--- src/hdl/clr_pkg.sv ---
`default_nettype none
// ---------------------------------------------------------------------------
// clr_pkg
// Shared constants, state type and controller/datapath interface structs
// for the clipped line rasterizer.
// ---------------------------------------------------------------------------
package clr_pkg;

    // frame limits
    localparam int MAX_WIDTH  = 64;
    localparam int MAX_HEIGHT = 64;

    // configuration port
    localparam int CFG_IDX_W  = 2;
    localparam int CFG_DATA_W = 7;
    localparam logic [CFG_IDX_W-1:0] CFG_FRAME_WIDTH  = 2'd0;
    localparam logic [CFG_IDX_W-1:0] CFG_FRAME_HEIGHT = 2'd1;

    // datapath widths
    localparam int COORD_W = 16;   // endpoint coordinates
    localparam int DELTA_W = 17;   // signed endpoint differences
    localparam int DMAG_W  = 16;   // magnitude of the stepped difference
    localparam int PROD_W  = 34;   // one product term of the numerator
    localparam int NUM_W   = 35;   // signed numerator and floor quotient
    localparam int MAG_W   = 34;   // numerator magnitude, divider dividend
    localparam int SIZE_W  = 7;    // clamped range bounds, 0..64
    localparam int PIX_W   = 6;    // pixel row and column
    localparam int COLOR_W = 32;

    typedef enum logic [3:0] {
        S_IDLE,
        S_SETUP,
        S_MUL,
        S_SUM,
        S_DSTART,
        S_DWAIT,
        S_FIX,
        S_RUN,
        S_FLUSH
    } t_state;

    typedef struct packed {
        logic load;       // capture line command and frame size
        logic setup;      // deltas, direction and clamped range
        logic mul;        // numerator product terms
        logic sum;        // numerator and sign normalisation
        logic div_start;  // launch the divider
        logic fix;        // floor quotient and remainder
        logic step;       // one stepped coordinate
        logic flush;      // release the held pixel as the last one
    } t_cmd;

    typedef struct packed {
        logic empty;      // no stepped coordinate in range
        logic div_done;   // divider result ready
        logic run_end;    // current coordinate is the final one
        logic can_push;   // output register can take a word
    } t_stat;

    // clamp a signed coordinate into [0, size]
    function automatic logic [SIZE_W-1:0] clamp_coord(
        input logic signed [COORD_W-1:0] v,
        input logic        [SIZE_W-1:0]  size
    );
        logic signed [COORD_W-1:0] lim;
        lim = $signed({{(COORD_W-SIZE_W){1'b0}}, size});
        if (v < 0)
            return '0;
        else if (v > lim)
            return size;
        else
            return v[SIZE_W-1:0];
    endfunction

    // saturate a frame size register to its maximum
    function automatic logic [SIZE_W-1:0] sat_size(
        input logic [CFG_DATA_W-1:0] v,
        input logic [SIZE_W-1:0]     max_v
    );
        return (v > max_v) ? max_v : v;
    endfunction

endpackage
`default_nettype wire

--- src/hdl/clipped_line_rasterizer.sv ---
`default_nettype none
// ---------------------------------------------------------------------------
// clipped_line_rasterizer
// Line command in, clipped framebuffer pixel writes out, last one flagged.
// ---------------------------------------------------------------------------
// sequence: setup (SETUP, MUL, SUM and DSTART states), divider run, fixup, then one
//   stepped coordinate per cycle over the clamped range while the output can take a word, flush
// an empty range returns to idle from MUL; a new line is taken only when idle, so one
//   line is in flight at a time; output stalls hold the stepping loop
// reset: synchronous active low, frame width and height return to 64,
//   sequencer idle and no pixel word pending
module clipped_line_rasterizer (
    input  wire                               i_clk,
    input  wire                               i_rst_n,
    // configuration channel
    input  wire                               i_cfg_valid,
    output logic                              o_cfg_ready,
    input  wire [clr_pkg::CFG_IDX_W-1:0]      i_cfg_index,
    input  wire [clr_pkg::CFG_DATA_W-1:0]     i_cfg_data,
    // line command channel
    input  wire                               i_in_valid,
    output logic                              o_in_stall,
    input  wire signed [clr_pkg::COORD_W-1:0] i_start_x,
    input  wire signed [clr_pkg::COORD_W-1:0] i_start_y,
    input  wire signed [clr_pkg::COORD_W-1:0] i_end_x,
    input  wire signed [clr_pkg::COORD_W-1:0] i_end_y,
    input  wire [clr_pkg::COLOR_W-1:0]        i_line_color,
    // pixel write channel
    output logic                              o_out_valid,
    input  wire                               i_out_stall,
    output logic [clr_pkg::PIX_W-1:0]         o_pixel_row,
    output logic [clr_pkg::PIX_W-1:0]         o_pixel_col,
    output logic [clr_pkg::COLOR_W-1:0]       o_pixel_color,
    output logic                              o_last_pixel
);
    import clr_pkg::*;

    t_cmd  cmd;
    t_stat stat;
    logic  busy;

    // configuration is always taken
    assign o_cfg_ready = 1'b1;
    assign o_in_stall  = busy;

    clr_ctrl u_ctrl (
        .i_clk      (i_clk),
        .i_rst_n    (i_rst_n),
        .i_in_valid (i_in_valid),
        .o_busy     (busy),
        .i_stat     (stat),
        .o_cmd      (cmd)
    );

    clr_dp u_dp (
        .i_clk         (i_clk),
        .i_rst_n       (i_rst_n),
        .i_cmd         (cmd),
        .o_stat        (stat),
        .i_cfg_we      (i_cfg_valid),
        .i_cfg_index   (i_cfg_index),
        .i_cfg_data    (i_cfg_data),
        .i_start_x     (i_start_x),
        .i_start_y     (i_start_y),
        .i_end_x       (i_end_x),
        .i_end_y       (i_end_y),
        .i_line_color  (i_line_color),
        .i_out_stall   (i_out_stall),
        .o_out_valid   (o_out_valid),
        .o_pixel_row   (o_pixel_row),
        .o_pixel_col   (o_pixel_col),
        .o_pixel_color (o_pixel_color),
        .o_last_pixel  (o_last_pixel)
    );

endmodule
`default_nettype wire

--- src/hdl/clr_div.sv ---
`default_nettype none
// ---------------------------------------------------------------------------
// clr_div
// Restoring unsigned divider, one quotient bit per cycle.
// ---------------------------------------------------------------------------
module clr_div (
    input  wire                          i_clk,
    input  wire                          i_rst_n,
    input  wire                          i_start,
    input  wire [clr_pkg::MAG_W-1:0]     i_dividend,
    input  wire [clr_pkg::DMAG_W-1:0]    i_divisor,
    output logic                         o_done,
    output logic [clr_pkg::MAG_W-1:0]    o_quotient,
    output logic [clr_pkg::DMAG_W-1:0]   o_remainder
);
    import clr_pkg::*;

    localparam int CNT_W = $clog2(MAG_W);

    logic              r_busy, n_busy;
    logic              r_done, n_done;
    logic [CNT_W-1:0]  r_cnt, n_cnt;
    logic [MAG_W-1:0]  r_dvd, n_dvd;
    logic [DMAG_W-1:0] r_rem, n_rem;
    logic [DMAG_W-1:0] r_dsr;

    logic [DMAG_W:0]   trial;
    logic [DMAG_W:0]   diff;
    logic              qbit;

    // one shift-subtract step
    always_comb begin
        trial = {r_rem, r_dvd[MAG_W-1]};
        diff  = trial - {1'b0, r_dsr};
        qbit  = (trial >= {1'b0, r_dsr});
        n_busy = r_busy;
        n_done = 1'b0;
        n_cnt  = r_cnt;
        n_dvd  = r_dvd;
        n_rem  = r_rem;
        if (i_start) begin
            n_busy = 1'b1;
            n_cnt  = '0;
            n_dvd  = i_dividend;
            n_rem  = '0;
        end else if (r_busy) begin
            n_dvd = {r_dvd[MAG_W-2:0], qbit};
            n_rem = qbit ? diff[DMAG_W-1:0] : trial[DMAG_W-1:0];
            n_cnt = r_cnt + 1'b1;
            if (r_cnt == CNT_W'(MAG_W - 1)) begin
                n_busy = 1'b0;
                n_done = 1'b1;
            end
        end
    end

    // control registers
    always_ff @(posedge i_clk) begin
        if (!i_rst_n) begin
            r_busy <= 1'b0;
            r_done <= 1'b0;
            r_cnt  <= '0;
        end else begin
            r_busy <= n_busy;
            r_done <= n_done;
            r_cnt  <= n_cnt;
        end
    end

    // operand and result registers
    always_ff @(posedge i_clk) begin
        r_dvd <= n_dvd;
        r_rem <= n_rem;
        if (i_start)
            r_dsr <= i_divisor;
    end

    assign o_done      = r_done;
    assign o_quotient  = r_dvd;
    assign o_remainder = r_rem;

endmodule
`default_nettype wire

--- src/hdl/clr_dp.sv ---
`default_nettype none
// ---------------------------------------------------------------------------
// clr_dp
// Rasterizer datapath: frame size registers, line setup, numerator,
// incremental quotient stepping, held pixel and output register.
// ---------------------------------------------------------------------------
module clr_dp (
    input  wire                               i_clk,
    input  wire                               i_rst_n,
    input  clr_pkg::t_cmd                     i_cmd,
    output clr_pkg::t_stat                    o_stat,
    // configuration writes
    input  wire                               i_cfg_we,
    input  wire [clr_pkg::CFG_IDX_W-1:0]      i_cfg_index,
    input  wire [clr_pkg::CFG_DATA_W-1:0]     i_cfg_data,
    // line command
    input  wire signed [clr_pkg::COORD_W-1:0] i_start_x,
    input  wire signed [clr_pkg::COORD_W-1:0] i_start_y,
    input  wire signed [clr_pkg::COORD_W-1:0] i_end_x,
    input  wire signed [clr_pkg::COORD_W-1:0] i_end_y,
    input  wire [clr_pkg::COLOR_W-1:0]        i_line_color,
    // pixel writes
    input  wire                               i_out_stall,
    output logic                              o_out_valid,
    output logic [clr_pkg::PIX_W-1:0]         o_pixel_row,
    output logic [clr_pkg::PIX_W-1:0]         o_pixel_col,
    output logic [clr_pkg::COLOR_W-1:0]       o_pixel_color,
    output logic                              o_last_pixel
);
    import clr_pkg::*;

    localparam logic [SIZE_W-1:0] MAX_W = SIZE_W'(MAX_WIDTH);
    localparam logic [SIZE_W-1:0] MAX_H = SIZE_W'(MAX_HEIGHT);

    // unit step of the quotient
    localparam logic signed [NUM_W-1:0] Q_ONE = NUM_W'(1);

    // frame size registers
    logic [CFG_DATA_W-1:0] r_frame_w, r_frame_h;

    always_ff @(posedge i_clk) begin
        if (!i_rst_n) begin
            r_frame_w <= CFG_DATA_W'(MAX_WIDTH);
            r_frame_h <= CFG_DATA_W'(MAX_HEIGHT);
        end else if (i_cfg_we) begin
            if (i_cfg_index == CFG_FRAME_WIDTH)
                r_frame_w <= i_cfg_data;
            else if (i_cfg_index == CFG_FRAME_HEIGHT)
                r_frame_h <= i_cfg_data;
        end
    end

    // captured command
    logic signed [COORD_W-1:0] r_x1, r_y1, r_x2, r_y2;
    logic [COLOR_W-1:0]        r_color;
    logic [SIZE_W-1:0]         r_w, r_h;

    always_ff @(posedge i_clk) begin
        if (i_cmd.load) begin
            r_x1    <= i_start_x;
            r_y1    <= i_start_y;
            r_x2    <= i_end_x;
            r_y2    <= i_end_y;
            r_color <= i_line_color;
            r_w     <= sat_size(r_frame_w, MAX_W);
            r_h     <= sat_size(r_frame_h, MAX_H);
        end
    end

    // setup: deltas, direction and clamped stepped range
    logic signed [DELTA_W-1:0] dx, dy, adx, ady;
    logic                      steep;
    logic signed [COORD_W-1:0] s_min, s_max;
    logic [SIZE_W-1:0]         s_size;

    always_comb begin
        dx    = $signed({r_x2[COORD_W-1], r_x2}) - $signed({r_x1[COORD_W-1], r_x1});
        dy    = $signed({r_y2[COORD_W-1], r_y2}) - $signed({r_y1[COORD_W-1], r_y1});
        adx   = dx[DELTA_W-1] ? -dx : dx;
        ady   = dy[DELTA_W-1] ? -dy : dy;
        steep = (ady > adx);
        if (steep) begin
            s_min  = (r_y1 < r_y2) ? r_y1 : r_y2;
            s_max  = (r_y1 < r_y2) ? r_y2 : r_y1;
            s_size = r_h;
        end else begin
            s_min  = (r_x1 < r_x2) ? r_x1 : r_x2;
            s_max  = (r_x1 < r_x2) ? r_x2 : r_x1;
            s_size = r_w;
        end
    end

    logic signed [DELTA_W-1:0] r_ds, r_do;
    logic signed [COORD_W-1:0] r_a1, r_o1;
    logic [SIZE_W-1:0]         r_lo, r_hi, r_lim;
    logic                      r_steep, r_zero;

    always_ff @(posedge i_clk) begin
        if (i_cmd.setup) begin
            r_steep <= steep;
            r_zero  <= (dx == '0) && (dy == '0);
            r_ds    <= steep ? dy : dx;
            r_do    <= steep ? dx : dy;
            r_a1    <= steep ? r_y1 : r_x1;
            r_o1    <= steep ? r_x1 : r_y1;
            r_lo    <= clamp_coord(s_min, s_size);
            r_hi    <= clamp_coord(s_max, s_size);
            r_lim   <= steep ? r_w : r_h;
        end
    end

    // numerator product terms
    logic signed [DELTA_W-1:0] off;
    logic signed [PROD_W-1:0]  p1, p2;
    logic signed [PROD_W-1:0]  r_p1, r_p2;

    always_comb begin
        off = $signed({{(DELTA_W-SIZE_W){1'b0}}, r_lo})
            - $signed({r_a1[COORD_W-1], r_a1});
        p1  = PROD_W'(off * r_do);
        p2  = PROD_W'(r_o1 * r_ds);
    end

    always_ff @(posedge i_clk) begin
        if (i_cmd.mul) begin
            r_p1 <= p1;
            r_p2 <= p2;
        end
    end

    // numerator normalised to a positive divisor
    logic signed [NUM_W-1:0]   num, nrm, nmag;
    logic                      r_neg;
    logic [MAG_W-1:0]          r_mag;
    logic [DMAG_W-1:0]         r_dmag;
    logic signed [DELTA_W-1:0] r_e;
    logic signed [DELTA_W-1:0] dsmag;

    always_comb begin
        num   = $signed({r_p1[PROD_W-1], r_p1}) + $signed({r_p2[PROD_W-1], r_p2});
        nrm   = r_ds[DELTA_W-1] ? -num : num;
        nmag  = nrm[NUM_W-1] ? -nrm : nrm;
        dsmag = r_ds[DELTA_W-1] ? -r_ds : r_ds;
    end

    always_ff @(posedge i_clk) begin
        if (i_cmd.sum) begin
            r_neg  <= nrm[NUM_W-1];
            r_mag  <= nmag[MAG_W-1:0];
            r_dmag <= dsmag[DMAG_W-1:0];
            r_e    <= r_ds[DELTA_W-1] ? -r_do : r_do;
        end
    end

    // divider
    logic              div_done;
    logic [MAG_W-1:0]  div_q;
    logic [DMAG_W-1:0] div_r;

    clr_div u_div (
        .i_clk       (i_clk),
        .i_rst_n     (i_rst_n),
        .i_start     (i_cmd.div_start),
        .i_dividend  (r_mag),
        .i_divisor   (r_dmag),
        .o_done      (div_done),
        .o_quotient  (div_q),
        .o_remainder (div_r)
    );

    // floor quotient and remainder, then incremental stepping
    logic signed [NUM_W-1:0] r_qf;
    logic [DMAG_W-1:0]       r_r;
    logic [SIZE_W-1:0]       r_s;
    logic signed [NUM_W-1:0] qa_s;

    logic signed [NUM_W-1:0] cand_q;
    logic                    cand_ok;
    logic signed [DMAG_W+1:0] t_r;
    logic signed [DMAG_W+1:0] dm_s;

    always_comb begin
        qa_s    = $signed({1'b0, div_q});
        cand_q  = (r_qf[NUM_W-1] && (r_r != '0)) ? r_qf + Q_ONE : r_qf;
        cand_ok = !cand_q[NUM_W-1]
               && (cand_q < $signed({{(NUM_W-SIZE_W){1'b0}}, r_lim}));
        dm_s    = $signed({2'b00, r_dmag});
        t_r     = $signed({2'b00, r_r}) + $signed({r_e[DELTA_W-1], r_e});
    end

    always_ff @(posedge i_clk) begin
        if (i_cmd.fix) begin
            r_s <= r_lo;
            if (r_neg && (div_r != '0)) begin
                r_qf <= -qa_s - Q_ONE;
                r_r  <= r_dmag - div_r;
            end else begin
                r_qf <= r_neg ? -qa_s : qa_s;
                r_r  <= r_neg ? '0 : div_r;
            end
        end else if (i_cmd.step) begin
            r_s <= r_s + 1'b1;
            if (t_r >= dm_s) begin
                r_r  <= DMAG_W'(t_r - dm_s);
                r_qf <= r_qf + Q_ONE;
            end else if (t_r < 0) begin
                r_r  <= DMAG_W'(t_r + dm_s);
                r_qf <= r_qf - Q_ONE;
            end else begin
                r_r  <= DMAG_W'(t_r);
            end
        end
    end

    // held pixel, released once the next one is known
    logic             r_pend_valid;
    logic [PIX_W-1:0] r_pend_row, r_pend_col;
    logic [PIX_W-1:0] cand_row, cand_col;
    logic             can_push, push_word, take_cand;

    always_comb begin
        cand_row  = r_steep ? r_s[PIX_W-1:0] : cand_q[PIX_W-1:0];
        cand_col  = r_steep ? cand_q[PIX_W-1:0] : r_s[PIX_W-1:0];
        can_push  = !o_out_valid || !i_out_stall;
        take_cand = i_cmd.step && cand_ok;
        push_word = r_pend_valid && (take_cand || i_cmd.flush);
    end

    always_ff @(posedge i_clk) begin
        if (!i_rst_n) begin
            r_pend_valid <= 1'b0;
        end else if (take_cand) begin
            r_pend_valid <= 1'b1;
        end else if (i_cmd.flush) begin
            r_pend_valid <= 1'b0;
        end
    end

    always_ff @(posedge i_clk) begin
        if (take_cand) begin
            r_pend_row <= cand_row;
            r_pend_col <= cand_col;
        end
    end

    // output register
    always_ff @(posedge i_clk) begin
        if (!i_rst_n) begin
            o_out_valid <= 1'b0;
        end else if (can_push) begin
            o_out_valid <= push_word;
        end
    end

    always_ff @(posedge i_clk) begin
        if (can_push && push_word) begin
            o_pixel_row   <= r_pend_row;
            o_pixel_col   <= r_pend_col;
            o_pixel_color <= r_color;
            o_last_pixel  <= i_cmd.flush;
        end
    end

    // status to the controller
    always_comb begin
        o_stat.empty    = r_zero || (r_lo >= r_hi);
        o_stat.div_done = div_done;
        o_stat.run_end  = (r_s == r_hi - 1'b1);
        o_stat.can_push = can_push;
    end

endmodule
`default_nettype wire

--- src/hdl/clr_ctrl.sv ---
`default_nettype none
// ---------------------------------------------------------------------------
// clr_ctrl
// Rasterizer sequencer: setup, division, stepping and final flush.
// ---------------------------------------------------------------------------
module clr_ctrl (
    input  wire             i_clk,
    input  wire             i_rst_n,
    input  wire             i_in_valid,
    output logic            o_busy,
    input  clr_pkg::t_stat  i_stat,
    output clr_pkg::t_cmd   o_cmd
);
    import clr_pkg::*;

    t_state r_state, n_state;

    // state register
    always_ff @(posedge i_clk) begin
        if (!i_rst_n)
            r_state <= S_IDLE;
        else
            r_state <= n_state;
    end

    // next state and commands
    always_comb begin
        n_state = r_state;
        o_cmd   = '0;
        o_busy  = (r_state != S_IDLE);
        unique case (r_state)
            S_IDLE: begin
                if (i_in_valid) begin
                    o_cmd.load = 1'b1;
                    n_state    = S_SETUP;
                end
            end
            S_SETUP: begin
                o_cmd.setup = 1'b1;
                n_state     = S_MUL;
            end
            S_MUL: begin
                if (i_stat.empty) begin
                    n_state = S_IDLE;
                end else begin
                    o_cmd.mul = 1'b1;
                    n_state   = S_SUM;
                end
            end
            S_SUM: begin
                o_cmd.sum = 1'b1;
                n_state   = S_DSTART;
            end
            S_DSTART: begin
                o_cmd.div_start = 1'b1;
                n_state         = S_DWAIT;
            end
            S_DWAIT: begin
                if (i_stat.div_done)
                    n_state = S_FIX;
            end
            S_FIX: begin
                o_cmd.fix = 1'b1;
                n_state   = S_RUN;
            end
            S_RUN: begin
                if (i_stat.can_push) begin
                    o_cmd.step = 1'b1;
                    if (i_stat.run_end)
                        n_state = S_FLUSH;
                end
            end
            S_FLUSH: begin
                if (i_stat.can_push) begin
                    o_cmd.flush = 1'b1;
                    n_state     = S_IDLE;
                end
            end
            default: n_state = S_IDLE;
        endcase
    end

endmodule
`default_nettype wire
--- config.mk ---
export PLATFORM = sky130hd
export DESIGN_NAME = clipped_line_rasterizer
export DESIGN_NICKNAME = d
export VERILOG_FILES = /design/src/hdl/clr_pkg.sv /design/src/hdl/clipped_line_rasterizer.sv /design/src/hdl/clr_div.sv /design/src/hdl/clr_dp.sv /design/src/hdl/clr_ctrl.sv
export SDC_FILE = /design/constraint.sdc
export NUM_CORES = 2
export LEC_CHECK = 0
export ABC_CLOCK_PERIOD_IN_PS = 19800
export BUFFER_PORTS_ARGS = -buffer_cell sky130_fd_sc_hd__buf_4
export CORE_MARGIN = 4
export CORE_UTILIZATION = 45
export DETAILED_ROUTE_END_ITERATION = 6
export GPL_TIMING_DRIVEN = 0
export PLACE_DENSITY_LB_ADDON = 0.1
export SETUP_SLACK_MARGIN = 0.15
export SLEW_MARGIN = 15
export SYNTH_ARGS = -nofsm -noshare
export SYNTH_HDL_FRONTEND = slang
export SYNTH_SLANG_ARGS = --single-unit
--- constraint.sdc ---
create_clock -name i_clk -period 19.8 [get_ports i_clk]
set_clock_uncertainty 0.1 [all_clocks]
set_input_delay 1.98 -clock i_clk [delete_from_list [all_inputs] [get_ports i_clk]]
set_output_delay 1.98 -clock i_clk [all_outputs]
set_load 0.02 [all_outputs]
==> impl_metrics.py <==
metrics = {
    "critical_path": {
        "path_class": "flip-flop to flip-flop",
        "worstPathMaxFanout": 10,
        "crit_slowest_cell": "xnor2_1",
        "critPathTopFamily": "adder cells",
        "start_kind": "flip-flop",
        "worst_path_largest_cell_delay_ns": 1.09,
        "worst_ep_arrival_time_ns": 12.15,
        "required_ns": 20.03,
        "timing.critical_path.mode_cell": "fa_1",
        "cp-end-kind": "flip-flop",
        "cp_num_buf_inv": 5,
    },
    "yosys": {
        "yosysTopAreaCell": "edfxtp_1",
        "yosysTopAreaCellShare": 0.263,
        "synth-simple-area-share": 0.159,
        "ys_seq_area_frac": 0.278,
        "synthArstFlopShare": 0,
        "synthMostInstantiatedCell": "inv_1",
        "synth.mux.area_fraction": 0.0270,
        "synth_xor_area_frac": 0.0633,
        "yosys_warnings": 0,
        "avgSynthCellArea_sq_um": 9.52,
        "synth_edf_count": 499,
        "synthCells": 5984,
        "syn-num-nets": 7050,
        "synth_top_family_by_area": "adder cells",
        "dominantRegCellSynth": "edfxtp_1",
        "synthDistinctLibCells": 107,
        "synth.area.top_cells": "edfxtp_1 (26%), fa_1 (20%), ha_1 (8.2%)",
        "synth_fa_ha_area_frac": 0.286,
        "netlist_area_sq_um": 57000,
        "synth_compound_area_frac": 0.114,
        "synth_common_cells": "inv_1 (825), nand2_1 (648), fa_1 (581)",
        "ys_seq_elements": 543,
    },
    "timing": {
        "tightest_slew_ns": 1.43,
        "maxSlewViolCount": 0,
        "post-route-period-util": 0.602,
        "setup_viol": 0,
        "max_freq_ghz": 0.0839,
        "hold_viol_final": 0,
        "rsz0062_at_grt": "false",
        "slew_headroom": 0.0378,
        "fin_tns_setup_ns": 0,
        "fin_crit_ns": 11.92,
    },
    "global_routing": {
        "grt_pass1_vias": 43608,
        "grt_first_pass_wirelength_mm": 265,
        "track_usage": 0.263,
        "grt_max_degree": 59,
        "antenna_found_initial": 3,
        "gr-total-overflow": 0,
    },
    "routing": {
        "drc": 0,
        "wl_per_cell_um": 21.8,
        "vias": 43844,
        "ant_nets": 0,
        "drt_iter0_markers": 3131,
        "viasPerCell": 5.53,
        "first_pass_iters": 6,
        "routed_wl_mm": 173,
    },
    "cts": {
        "post_cts_buffers": 0,
        "cts_tree": "built",
        "root_buffer": "clkbuf_16",
        "ctsHoldBuffers": 0,
        "clock-sinks": 543,
        "ctsResizeCount": 0,
        "cts_buffers": 67,
        "clk_path_buf_depth": 3,
        "clk_pin_slew_ns": 0.06,
        "clk_latency_ns": 0.66,
        "h-tree-depth": 3,
    },
    "placement": {
        "io_buffers": 156,
        "dp_hpwl_mm": 142,
        "gp_congestion": 0.934,
    },
    "floorplanning": {
        "io_pins": 158,
        "start_util": 0.453,
        "fp.dieW_um": 364,
        "fp.dieArea_sq_um": 132000,
        "fp-row-count": 130,
        "die_h_um": 364,
        "fp.coreArea_sq_um": 126000,
    },
    "finish": {
        "final_nets": 7294,
        "area_growth_pct": 10.2,
        "fillCellCount": 11877,
        "final-seq-area_sq_um": 15900,
        "multi_input_area_sq_um": 37100,
        "layout-drive-gt1-share": 0.0691,
    },
    "worst_hold_path": {
        "worst_hold_path_type": "flip-flop to flip-flop",
    },
    "outcome": {
        "status": "finished clean",
    },
    "run": {
        "max_cap_violations": 0,
    },
}
[metrics by stage]
stage	worst slack, ns	util	cell area (sq um)	instances	hold WS, ns
floorplan	11.13	-	57000	5984	0.300
global placement	8.18	0.479	60200	7790	0.300
detailed placement	8.15	0.482	60600	7809	0.305
CTS	8.10	0.499	62800	7930	0.319
global route	7.42	0.499	62800	7930	0.319
finish	7.88	0.499	62800	7932	0.313
[sequential cells by signal, summed over array words and instances (netlist names), 17 cells and up]
register	count
u_dp.o_pixel_color	32
u_dp.r_e	17
u_dp.r_p1	34
u_dp.r_color	32
u_dp.r_do	17
u_dp.u_div.o_quotient	34
u_dp.r_qf	35
u_dp.r_mag	34
u_dp.r_p2	33
u_dp.r_ds	17
[layout by cell type, fill, tap and decap left out, types with 11 or more instances in the layout]
cell type,instances
nand4_1,48
clkinv_2,11
nand2_1,647
o22ai_1,17
mux2_2,68
clkinv_1,13
buf_4,166
buf_1,20
mux2i_1,77
buf_2,13
nor4_1,43
ha_1,375
a21oi_1,233
or4_1,15
fa_1,581
nor2b_1,99
o21a_1,39
inv_1,824
a211oi_1,53
nor3_1,101
a21boi_0,19
o31ai_1,34
nand3_1,90
clkbuf_1,232
nor2_1,307
a21o_1,90
edfxtp_1,499
o21bai_1,21
o211ai_1,23
a31oi_1,43
o21ai_0,270
and3_1,33
nand2b_1,74
xnor2_1,291
and2_1,240
clkbuf_16,71
or2_2,19
dfxtp_1,44
xor2_1,118
or3_1,47
[metal layers]
layer / track usage / vias to the layer above / wire length [um]
met5: 0 / - / 0
met3: 0.0486 / 241 / 11800
met2: 0.419 / 1328 / 78500
met4: 0.0883 / 0 / 6440
li1: - / 20573 / -
met1: 0.362 / 21702 / 76400
[cell type report]
cell class | count | area share
antenna | 2 | 0.0000797
buffer | 262 | 0.0162
clock buffer | 80 | 0.0290
clock inverter | 41 | 0.00594
inverter | 829 | 0.0496
multi-input combinational | 4350 | 0.590
sequential | 543 | 0.253
tap | 1650 | 0.0329
timing repair buffer | 175 | 0.0234
[cells by family after synthesis]
kind of cell,after synthesis
DFF,543
and+or+nand+nor,1835
buffers and inverters,1091
AOI/OAI and AO/OA,1002
muxes,145
xor gates and xnor gates,411
other,1
adders and majority gates,956
[worst paths after layout]
path	from	slack (ns)	end	cells after the start
hold reg to reg	u_dp.r_color[29]	0.31	u_dp.o_pixel_color[29]	0
hold / removal	u_dp.r_color[29]	0.31	u_dp.o_pixel_color[29]	0
setup reg to reg	u_dp.r_lo[0]	7.88	u_dp.r_p1[33]	37
setup / recovery	u_dp.r_lo[0]	7.88	u_dp.r_p1[33]	37
Power is left out: the tool's default activity adds up to more than one toggle a clock period on the data nets, which glitch-free logic cannot reach.
